===== src/hw/rtl/tsk_pkg.sv =====
`timescale 1ns / 1ps

package tsk_pkg;

    // Sizes of the graph and the edge store.
    localparam int MaxVertices = 64;
    localparam int MaxEdges    = 256;
    localparam int VertW       = $clog2(MaxVertices);
    localparam int CountW      = VertW + 1;
    localparam int EdgeAW      = $clog2(MaxEdges);
    localparam int EdgeCntW    = EdgeAW + 1;
    localparam int DegW        = EdgeAW + 1;

    // Transaction codes of the input channel.
    localparam logic [1:0] MODE_ADD   = 2'd0;
    localparam logic [1:0] MODE_SORT  = 2'd1;
    localparam logic [1:0] MODE_CLEAR = 2'd2;

    // Word index of the vertex count register.
    localparam logic REG_NUM_VERTICES = 1'b0;
    localparam logic [6:0] NUM_VERTICES_RESET = 7'd64;

    typedef struct packed {
        logic [1:0] mode;
        logic [5:0] src_vertex;
        logic [5:0] dst_vertex;
        logic       both_ways;
    } t_in_item;

    typedef struct packed {
        logic [5:0] vertex;
        logic       placed;
        logic       last;
        logic       complete;
        logic       edge_dropped;
    } t_out_item;

    typedef enum logic [3:0] {
        S_IDLE,
        S_ADD2,
        S_CLR,
        S_CNT_RD,
        S_CNT_DEG,
        S_CNT_WR,
        S_SCAN_RD,
        S_SCAN_CHK,
        S_POP_RD,
        S_POP_NODE,
        S_EMIT,
        S_WALK_RD,
        S_WALK_EDGE,
        S_WALK_DEG,
        S_FINISH
    } t_state;

endpackage


===== src/hw/rtl/tsk_ram.sv =====
`timescale 1ns / 1ps

module tsk_ram #(
    parameter int WIDTH = 8,
    parameter int DEPTH = 64
) (
    input  logic                     i_clk,
    input  logic                     i_we,
    input  logic [$clog2(DEPTH)-1:0] i_waddr,
    input  logic [WIDTH-1:0]         i_wdata,
    input  logic [$clog2(DEPTH)-1:0] i_raddr,
    output logic [WIDTH-1:0]         o_rdata
);

    logic [WIDTH-1:0] r_mem [DEPTH];
    logic [WIDTH-1:0] r_rdata;

    // One write port and one registered read port.
    always_ff @(posedge i_clk) begin
        if (i_we) begin
            r_mem[i_waddr] <= i_wdata;
        end
        r_rdata <= r_mem[i_raddr];
    end

    assign o_rdata = r_rdata;

endmodule


===== src/hw/rtl/tsk_cfg.sv =====
`timescale 1ns / 1ps

module tsk_cfg
    import tsk_pkg::*;
(
    input  logic                i_clk,
    input  logic                i_rst_n,
    input  logic                psel,
    input  logic                penable,
    input  logic                pwrite,
    input  logic [2:0]          paddr,
    input  logic [31:0]         pwdata,
    output logic [31:0]         prdata,
    output logic                pready,
    output logic [CountW-1:0]   o_active_n
);

    logic [6:0] r_num_vertices;
    logic       w_write;

    assign w_write = psel && penable && pwrite && (paddr[2] == REG_NUM_VERTICES);

    // Vertex count register.
    always_ff @(posedge i_clk) begin
        if (!i_rst_n) begin
            r_num_vertices <= NUM_VERTICES_RESET;
        end else if (w_write) begin
            r_num_vertices <= pwdata[6:0];
        end
    end

    assign pready = 1'b1;
    assign prdata = (paddr[2] == REG_NUM_VERTICES) ? {25'd0, r_num_vertices} : 32'd0;

    // A count above the vertex capacity acts as the capacity.
    assign o_active_n = (r_num_vertices > 7'(MaxVertices)) ? CountW'(MaxVertices)
                                                            : CountW'(r_num_vertices);

endmodule


===== src/hw/rtl/topological_sort_kahn_core.sv =====
`timescale 1ns / 1ps
// Channel   Direction  Handshake                 Payload
// input     in         i_in_valid / o_in_stall   i_in_data  (t_in_item)
// output    out        o_out_valid / i_out_stall o_out_data (t_out_item)
// config    in         psel/penable/pwrite       paddr, pwdata, prdata
//
// An add transaction stores one edge, and the reverse edge too when both_ways is set;
// clear empties the edge store. A sort counts degrees and scans for zero-degree
// vertices, then walks the whole single-read-port edge store for each placed vertex.
// Reset is synchronous and active low; it empties the edge store and clears
// the drop flag. A stalled output holds the sort until the result is taken.

module topological_sort_kahn_core
    import tsk_pkg::*;
(
    input  logic        i_clk,
    input  logic        i_rst_n,
    input  logic        i_in_valid,
    output logic        o_in_stall,
    input  t_in_item    i_in_data,
    output logic        o_out_valid,
    input  logic        i_out_stall,
    output t_out_item   o_out_data,
    input  logic        psel,
    input  logic        penable,
    input  logic        pwrite,
    input  logic [2:0]  paddr,
    input  logic [31:0] pwdata,
    output logic [31:0] prdata,
    output logic        pready
);

    logic [CountW-1:0]   w_n;
    t_state              r_state, n_state;
    logic [EdgeCntW-1:0] r_edge_count, n_edge_count;
    logic                r_drop, n_drop;
    logic [EdgeCntW-1:0] r_idx, n_idx;
    logic [CountW-1:0]   r_head, n_head;
    logic [CountW-1:0]   r_tail, n_tail;
    logic [CountW-1:0]   r_placed_cnt, n_placed_cnt;
    logic [VertW-1:0]    r_node, n_node;
    logic [VertW-1:0]    r_tgt, n_tgt;
    logic                r_pend_valid, n_pend_valid;
    logic [VertW-1:0]    r_pend_vertex, n_pend_vertex;
    logic                r_out_valid, n_out_valid;
    t_out_item           r_out_data, n_out_data;

    logic                 w_edge_we;
    logic [EdgeAW-1:0]    w_edge_waddr, w_edge_raddr;
    logic [2*VertW-1:0]   w_edge_wdata, w_edge_rdata;
    logic                 w_deg_we;
    logic [VertW-1:0]     w_deg_waddr, w_deg_raddr;
    logic [DegW-1:0]      w_deg_wdata, w_deg_rdata;
    logic                 w_q_we;
    logic [VertW-1:0]     w_q_waddr, w_q_raddr;
    logic [VertW-1:0]     w_q_wdata, w_q_rdata;

    logic                 w_can_load;
    logic [VertW-1:0]     w_e_src, w_e_tgt;
    logic                 w_bad_vertex;
    logic [EdgeCntW:0]    w_need_count;

    tsk_cfg u_cfg (
        .i_clk      (i_clk),
        .i_rst_n    (i_rst_n),
        .psel       (psel),
        .penable    (penable),
        .pwrite     (pwrite),
        .paddr      (paddr),
        .pwdata     (pwdata),
        .prdata     (prdata),
        .pready     (pready),
        .o_active_n (w_n)
    );

    // Edge store: source in the upper half, target in the lower half.
    tsk_ram #(.WIDTH(2*VertW), .DEPTH(MaxEdges)) u_edge_ram (
        .i_clk   (i_clk),
        .i_we    (w_edge_we),
        .i_waddr (w_edge_waddr),
        .i_wdata (w_edge_wdata),
        .i_raddr (w_edge_raddr),
        .o_rdata (w_edge_rdata)
    );

    tsk_ram #(.WIDTH(DegW), .DEPTH(MaxVertices)) u_deg_ram (
        .i_clk   (i_clk),
        .i_we    (w_deg_we),
        .i_waddr (w_deg_waddr),
        .i_wdata (w_deg_wdata),
        .i_raddr (w_deg_raddr),
        .o_rdata (w_deg_rdata)
    );

    tsk_ram #(.WIDTH(VertW), .DEPTH(MaxVertices)) u_queue_ram (
        .i_clk   (i_clk),
        .i_we    (w_q_we),
        .i_waddr (w_q_waddr),
        .i_wdata (w_q_wdata),
        .i_raddr (w_q_raddr),
        .o_rdata (w_q_rdata)
    );

    assign w_e_src      = w_edge_rdata[2*VertW-1:VertW];
    assign w_e_tgt      = w_edge_rdata[VertW-1:0];
    assign w_can_load   = !r_out_valid || !i_out_stall;
    assign w_bad_vertex = ({1'b0, i_in_data.src_vertex} >= w_n) ||
                          ({1'b0, i_in_data.dst_vertex} >= w_n);
    assign w_need_count = {1'b0, r_edge_count} +
                          (i_in_data.both_ways ? (EdgeCntW+1)'(2) : (EdgeCntW+1)'(1));

    assign o_in_stall  = (r_state != S_IDLE);
    assign o_out_valid = r_out_valid;
    assign o_out_data  = r_out_data;

    // State and control registers.
    always_ff @(posedge i_clk) begin
        if (!i_rst_n) begin
            r_state      <= S_IDLE;
            r_edge_count <= '0;
            r_drop       <= 1'b0;
            r_idx        <= '0;
            r_head       <= '0;
            r_tail       <= '0;
            r_placed_cnt <= '0;
            r_pend_valid <= 1'b0;
            r_out_valid  <= 1'b0;
        end else begin
            r_state      <= n_state;
            r_edge_count <= n_edge_count;
            r_drop       <= n_drop;
            r_idx        <= n_idx;
            r_head       <= n_head;
            r_tail       <= n_tail;
            r_placed_cnt <= n_placed_cnt;
            r_pend_valid <= n_pend_valid;
            r_out_valid  <= n_out_valid;
        end
    end

    // Payload registers.
    always_ff @(posedge i_clk) begin
        r_node        <= n_node;
        r_tgt         <= n_tgt;
        r_pend_vertex <= n_pend_vertex;
        r_out_data    <= n_out_data;
    end

    // Sequencer: edge load, degree clear and count, zero-degree scan, then pop and walk.
    always_comb begin
        n_state       = r_state;
        n_edge_count  = r_edge_count;
        n_drop        = r_drop;
        n_idx         = r_idx;
        n_head        = r_head;
        n_tail        = r_tail;
        n_placed_cnt  = r_placed_cnt;
        n_node        = r_node;
        n_tgt         = r_tgt;
        n_pend_valid  = r_pend_valid;
        n_pend_vertex = r_pend_vertex;
        n_out_valid   = r_out_valid && i_out_stall;
        n_out_data    = r_out_data;

        w_edge_we    = 1'b0;
        w_edge_waddr = r_edge_count[EdgeAW-1:0];
        w_edge_wdata = {i_in_data.src_vertex, i_in_data.dst_vertex};
        w_edge_raddr = r_idx[EdgeAW-1:0];
        w_deg_we     = 1'b0;
        w_deg_waddr  = r_tgt;
        w_deg_wdata  = '0;
        w_deg_raddr  = w_e_tgt;
        w_q_we       = 1'b0;
        w_q_waddr    = r_tail[VertW-1:0];
        w_q_wdata    = r_tgt;
        w_q_raddr    = r_head[VertW-1:0];

        case (r_state)
            S_IDLE: begin
                if (i_in_valid) begin
                    case (i_in_data.mode)
                        MODE_ADD: begin
                            if (w_bad_vertex || (w_need_count > (EdgeCntW+1)'(MaxEdges))) begin
                                n_drop = 1'b1;
                            end else begin
                                w_edge_we    = 1'b1;
                                n_edge_count = r_edge_count + 1'b1;
                                n_node       = i_in_data.dst_vertex;
                                n_tgt        = i_in_data.src_vertex;
                                if (i_in_data.both_ways) begin
                                    n_state = S_ADD2;
                                end
                            end
                        end
                        MODE_SORT: begin
                            n_idx   = '0;
                            n_state = S_CLR;
                        end
                        MODE_CLEAR: begin
                            n_edge_count = '0;
                            n_drop       = 1'b0;
                        end
                        default: begin
                        end
                    endcase
                end
            end
            S_ADD2: begin
                // Reverse direction of an undirected edge.
                w_edge_we    = 1'b1;
                w_edge_wdata = {r_node, r_tgt};
                n_edge_count = r_edge_count + 1'b1;
                n_state      = S_IDLE;
            end
            S_CLR: begin
                if (r_idx < EdgeCntW'(w_n)) begin
                    w_deg_we    = 1'b1;
                    w_deg_waddr = r_idx[VertW-1:0];
                    n_idx       = r_idx + 1'b1;
                end else begin
                    n_idx   = '0;
                    n_state = S_CNT_RD;
                end
            end
            S_CNT_RD: begin
                if (r_idx < r_edge_count) begin
                    n_state = S_CNT_DEG;
                end else begin
                    n_idx   = '0;
                    n_head  = '0;
                    n_tail  = '0;
                    n_state = S_SCAN_RD;
                end
            end
            S_CNT_DEG: begin
                // Stale edges with an endpoint out of range are skipped.
                if (({1'b0, w_e_src} < w_n) && ({1'b0, w_e_tgt} < w_n)) begin
                    n_tgt   = w_e_tgt;
                    n_state = S_CNT_WR;
                end else begin
                    n_idx   = r_idx + 1'b1;
                    n_state = S_CNT_RD;
                end
            end
            S_CNT_WR: begin
                w_deg_we    = 1'b1;
                w_deg_wdata = w_deg_rdata + 1'b1;
                n_idx       = r_idx + 1'b1;
                n_state     = S_CNT_RD;
            end
            S_SCAN_RD: begin
                w_deg_raddr = r_idx[VertW-1:0];
                if (r_idx < EdgeCntW'(w_n)) begin
                    n_state = S_SCAN_CHK;
                end else begin
                    n_placed_cnt = '0;
                    n_state      = S_POP_RD;
                end
            end
            S_SCAN_CHK: begin
                if (w_deg_rdata == '0) begin
                    w_q_we    = 1'b1;
                    w_q_wdata = r_idx[VertW-1:0];
                    n_tail    = r_tail + 1'b1;
                end
                n_idx   = r_idx + 1'b1;
                n_state = S_SCAN_RD;
            end
            S_POP_RD: begin
                if (r_head < r_tail) begin
                    n_head  = r_head + 1'b1;
                    n_state = S_POP_NODE;
                end else begin
                    n_state = S_FINISH;
                end
            end
            S_POP_NODE: begin
                n_node  = w_q_rdata;
                n_state = S_EMIT;
            end
            S_EMIT: begin
                // The previous vertex is known not to be last once another pops.
                if (!r_pend_valid || w_can_load) begin
                    if (r_pend_valid) begin
                        n_out_valid = 1'b1;
                        n_out_data  = '{vertex: r_pend_vertex, placed: 1'b1, last: 1'b0,
                                        complete: 1'b0, edge_dropped: 1'b0};
                    end
                    n_pend_valid  = 1'b1;
                    n_pend_vertex = r_node;
                    n_placed_cnt  = r_placed_cnt + 1'b1;
                    n_idx         = '0;
                    n_state       = S_WALK_RD;
                end
            end
            S_WALK_RD: begin
                if (r_idx < r_edge_count) begin
                    n_state = S_WALK_EDGE;
                end else begin
                    n_state = S_POP_RD;
                end
            end
            S_WALK_EDGE: begin
                if ((w_e_src == r_node) && ({1'b0, w_e_tgt} < w_n)) begin
                    n_tgt   = w_e_tgt;
                    n_state = S_WALK_DEG;
                end else begin
                    n_idx   = r_idx + 1'b1;
                    n_state = S_WALK_RD;
                end
            end
            S_WALK_DEG: begin
                if (w_deg_rdata != '0) begin
                    w_deg_we    = 1'b1;
                    w_deg_wdata = w_deg_rdata - 1'b1;
                    if (w_deg_rdata == DegW'(1)) begin
                        w_q_we = 1'b1;
                        n_tail = r_tail + 1'b1;
                    end
                end
                n_idx   = r_idx + 1'b1;
                n_state = S_WALK_RD;
            end
            S_FINISH: begin
                if (w_can_load) begin
                    n_out_valid = 1'b1;
                    if (r_pend_valid) begin
                        n_out_data = '{vertex: r_pend_vertex, placed: 1'b1, last: 1'b1,
                                       complete: (r_placed_cnt == w_n),
                                       edge_dropped: r_drop};
                    end else begin
                        n_out_data = '{vertex: '0, placed: 1'b0, last: 1'b1,
                                       complete: (w_n == '0), edge_dropped: r_drop};
                    end
                    n_pend_valid = 1'b0;
                    n_state      = S_IDLE;
                end
            end
            default: begin
                n_state = S_IDLE;
            end
        endcase
    end

    // The ready queue never gives out more entries than it has taken.
    assert property (@(posedge i_clk) disable iff (!i_rst_n) r_head <= r_tail)
        else $error("queue head passed tail");

    // The edge store never counts past its capacity.
    assert property (@(posedge i_clk) disable iff (!i_rst_n)
        r_edge_count <= EdgeCntW'(MaxEdges))
        else $error("edge count beyond capacity");

    // A held vertex has always been counted as placed.
    assert property (@(posedge i_clk) disable iff (!i_rst_n)
        r_pend_valid |-> (r_placed_cnt != '0))
        else $error("pending vertex without placed count");

    // A sort run ends with a last-marked transaction.
    assert property (@(posedge i_clk) disable iff (!i_rst_n)
        (r_state == S_FINISH) && w_can_load |=> o_out_valid && o_out_data.last)
        else $error("finished sort without last transaction");

endmodule


===== config.mk =====
export PLATFORM = sky130hd
export DESIGN_NAME = topological_sort_kahn_core
export DESIGN_NICKNAME = d
export VERILOG_FILES = /design/src/hw/rtl/tsk_pkg.sv /design/src/hw/rtl/tsk_ram.sv /design/src/hw/rtl/tsk_cfg.sv /design/src/hw/rtl/topological_sort_kahn_core.sv
export SDC_FILE = /design/constraint.sdc
export NUM_CORES = 2
export LEC_CHECK = 0
export BUFFER_PORTS_ARGS = -buffer_cell sky130_fd_sc_hd__buf_2
export CAP_MARGIN = 5
export CORE_ASPECT_RATIO = 1.2
export CORE_MARGIN = 2
export CORE_UTILIZATION = 40
export DETAILED_ROUTE_END_ITERATION = 7
export PLACE_DENSITY_LB_ADDON = 0.25
export SLEW_MARGIN = 20
export SYNTH_ARGS = -nofsm -noshare
export SYNTH_HDL_FRONTEND = slang
export SYNTH_SLANG_ARGS = --single-unit

===== constraint.sdc =====
create_clock -name i_clk -period 33.7 [get_ports i_clk]
set_clock_uncertainty 0.2 [all_clocks]
set_input_delay 10.11 -clock i_clk [delete_from_list [all_inputs] [get_ports i_clk]]
set_output_delay 10.11 -clock i_clk [all_outputs]
set_load 0.02 [all_outputs]

==> impl_metrics.tcl <==
set metrics [dict create \
    status "complete, no violations" \
    hp-class "reg2reg" \
    antenna_found_initial 30 \
    slew_viol_final 0 \
    ctsHtreeMaxLevel 5 \
    yosys_register_bits 4140 \
    synth_top_area_cell "edfxtp_1" \
    arrival_ps 10560 \
    port_buffers 48 \
    maxCapViolCount 0 \
    post_cts_buffers 0 \
    grt_max_degree 197 \
    rrSetupSlack_ps 26650 \
    yosysUniqueCellTypes 97 \
    viasPerCell 5.87 \
    synth_top_area_frac 0.748 \
    path_clk_slew_ps 60 \
    dp_hpwl_um 270000 \
    ys_dominant_reg_cell "edfxtp_1" \
    async_flop_share 0 \
    cts_tree "yes" \
    core-area_um2 406000 \
    numCtsBuffers 399 \
    fin_crit_sh 0.619 \
    synth-edff-count 4060 \
    tns_ps 0 \
    syn_inst 8226 \
    rows 256 \
    place_congestion 0.853 \
    critPathRequiredTime_ps 23390 \
    power.total_w 0.0109 \
    drive_gt1_frac 0.240 \
    setup_viol 0 \
    finish.net_count 8497 \
    syn_to_final_growth_pct 12.2 \
    drt-total-wl_um 455000 \
    yosysMostFrequentCell "edfxtp_1" \
    die_w_um 587 \
    clock-sinks 4140 \
    critPathKind "in2out" \
    yosysWarnings 0 \
    p_leak_nw 54.5 \
    drt_pre_antenna_iters 6 \
    fmax_mhz 47.9 \
    grt_pass1_wl_um 638000 \
    die-area_um2 413000 \
    grt_pass1_vias 83200 \
    clk_latency_ps 980 \
    drcViolationCount 0 \
    synth_area_um2 163000 \
    chipHeight_um 703 \
    ios 102 \
    syn_area_per_cell_um2 19.8 \
    fillers 34300 \
    track_usage 0.216 \
    synthTopCellsByCount "edfxtp_1, mux4_2, nand2_1" \
    critPathCaptureType "output pin" \
    ant_nets 0 \
    cts_root_buffer "clkbuf_16" \
    crit_top_cell "buf_2" \
    cts.repair.resized 0 \
    vias 83000 \
    seqCellArea_um2 124000 \
    multi_input_area_um2 37700 \
    final.min_clock_period_ps 20870 \
    path_max_fanout 8 \
    slowest_delay_ps 180 \
    routedWlPerCell_um 32.2 \
    startpoint_type "input port" \
    yosysSeqAreaShare 0.757 \
    holdBufCountCts 0 \
    overflow 0 \
    worstMarginPinSlew_ps 1210 \
    initial_core_util 0.402 \
    drtIter0Drc 10200 \
    slew_headroom 0.173 \
    ir_worst_vdd_mv 0.0417 \
    synth.area.top_cells "edfxtp_1, mux4_2, mux2i_1, nand2_1, nor2_1" \
    crit_slowest_cell "buf_2" \
    rsz0062_at_grt "false" \
    hold_viol_final 0 \
    p_per_area_nw_per_um2 59.5 \
    clock_path_buffers 4 \
    path_cells "buf_2, nor2b_1, buf_2" \
]
[state kept, by name (all words and copies together) (netlist names)]
signal                flops
u_edge_ram.r_mem       3072
u_deg_ram.r_mem         576
u_queue_ram.r_mem       384
u_edge_ram.o_rdata       12
o_out_data               10
r_edge_count              9
r_idx                     9
u_deg_ram.o_rdata         9
r_head                    7
r_placed_cnt              7
r_tail                    7
u_cfg.r_num_vertices      7
r_node                    6
r_pend_vertex             6
r_tgt                     6
u_queue_ram.o_rdata       6
r_state                   4
o_out_valid               1
r_drop                    1
r_pend_valid              1
[stage by stage]
stage	setup WS [ps]	cell area, um2	hold slack [ps]	utilization	instances
finish	12830	183000	305	0.451	14100
global route	12770	183000	338	0.451	14100
CTS	12810	182000	305	0.450	14100
detailed placement	12810	170000	297	0.418	13400
global placement	12830	169000	281	0.418	13400
floorplan	11240	163000	258	-	8250
[cells in the final DEF, fill, tap and decap left out, types with 26 or more instances in the layout]
master        n
nor2b_1      27
nor3_1       42
clkbuf_16   406
buf_4       162
and3_1       30
a31oi_1      35
clkbuf_1     87
edfxtp_1   4060
a211oi_1     36
mux4_2      906
buf_2        48
nor2_1      244
nand2_1     511
mux2_2       38
inv_1        32
o211ai_1     30
o22ai_1      72
ha_1         55
dfxtp_1      70
o221ai_1     60
bufinv_16    37
o21ai_0      97
nor2_2      244
clkinv_2     76
nand4_1      33
mux2i_1     322
clkinv_1     84
conb_1       26
a221oi_1     34
nand3_1     126
a22oi_1      44
a21oi_1     205
[routing by layer]
metal / up-vias / GRT usage / routed length (um)
met4: 10 / 0.0804 / 19100
met1: 44600 / 0.280 / 176000
li1: 34100 / - / -
met3: 746 / 0.0336 / 32000
met5: - / 0 / 57
met2: 3638 / 0.368 / 228000
[worst max-delay path, delay by kind of cell]
family / cells / cell delay [ps]
buffers and inverters: 2 / 320
AND/OR/NAND/NOR: 1 / 130
[final cells by class]
| class | instances | share of cell area |
|---|---|---|
| multi-input combinational | 3575 | 0.206 |
| sequential | 4140 | 0.675 |
| antenna | 12 | 0.000164 |
| tap | 5418 | 0.0371 |
| inverter | 36 | 0.000752 |
| timing repair buffer | 232 | 0.0102 |
| clock inverter | 232 | 0.0123 |
| clock buffer | 499 | 0.0578 |
[power by group]
part	switching [W]	total, W	internal (W)	leakage, nW
Sequential	0.0000213	0.00584	0.00582	36.7
Clock	0.00193	0.00444	0.00251	6.26
Combinational	0.000476	0.000601	0.000124	11.5
[cells by family after synthesis]
family                   after synthesis  synth area share
AND/OR/NAND/NOR                     1405            0.0374
multiplexers                        1271             0.148
XOR/XNOR                              30           0.00161
adder cells (fa/ha/maj)               56           0.00434
other                                  2         0.0000461
buffers and inverters                535            0.0186
flip-flops                          4140             0.757
AO/OA/AOI/OAI                        787            0.0326
[final timing paths]
check	startpoint	end	cells past startpoint
max	paddr[2]	prdata[1]	3
min	r_tail[6]	r_tail[6]	2
max reg2reg	r_idx[0]	u_edge_ram.o_rdata[6]	11
min reg2reg	r_tail[6]	r_tail[6]	2
(Power assumes the default switching activity.)
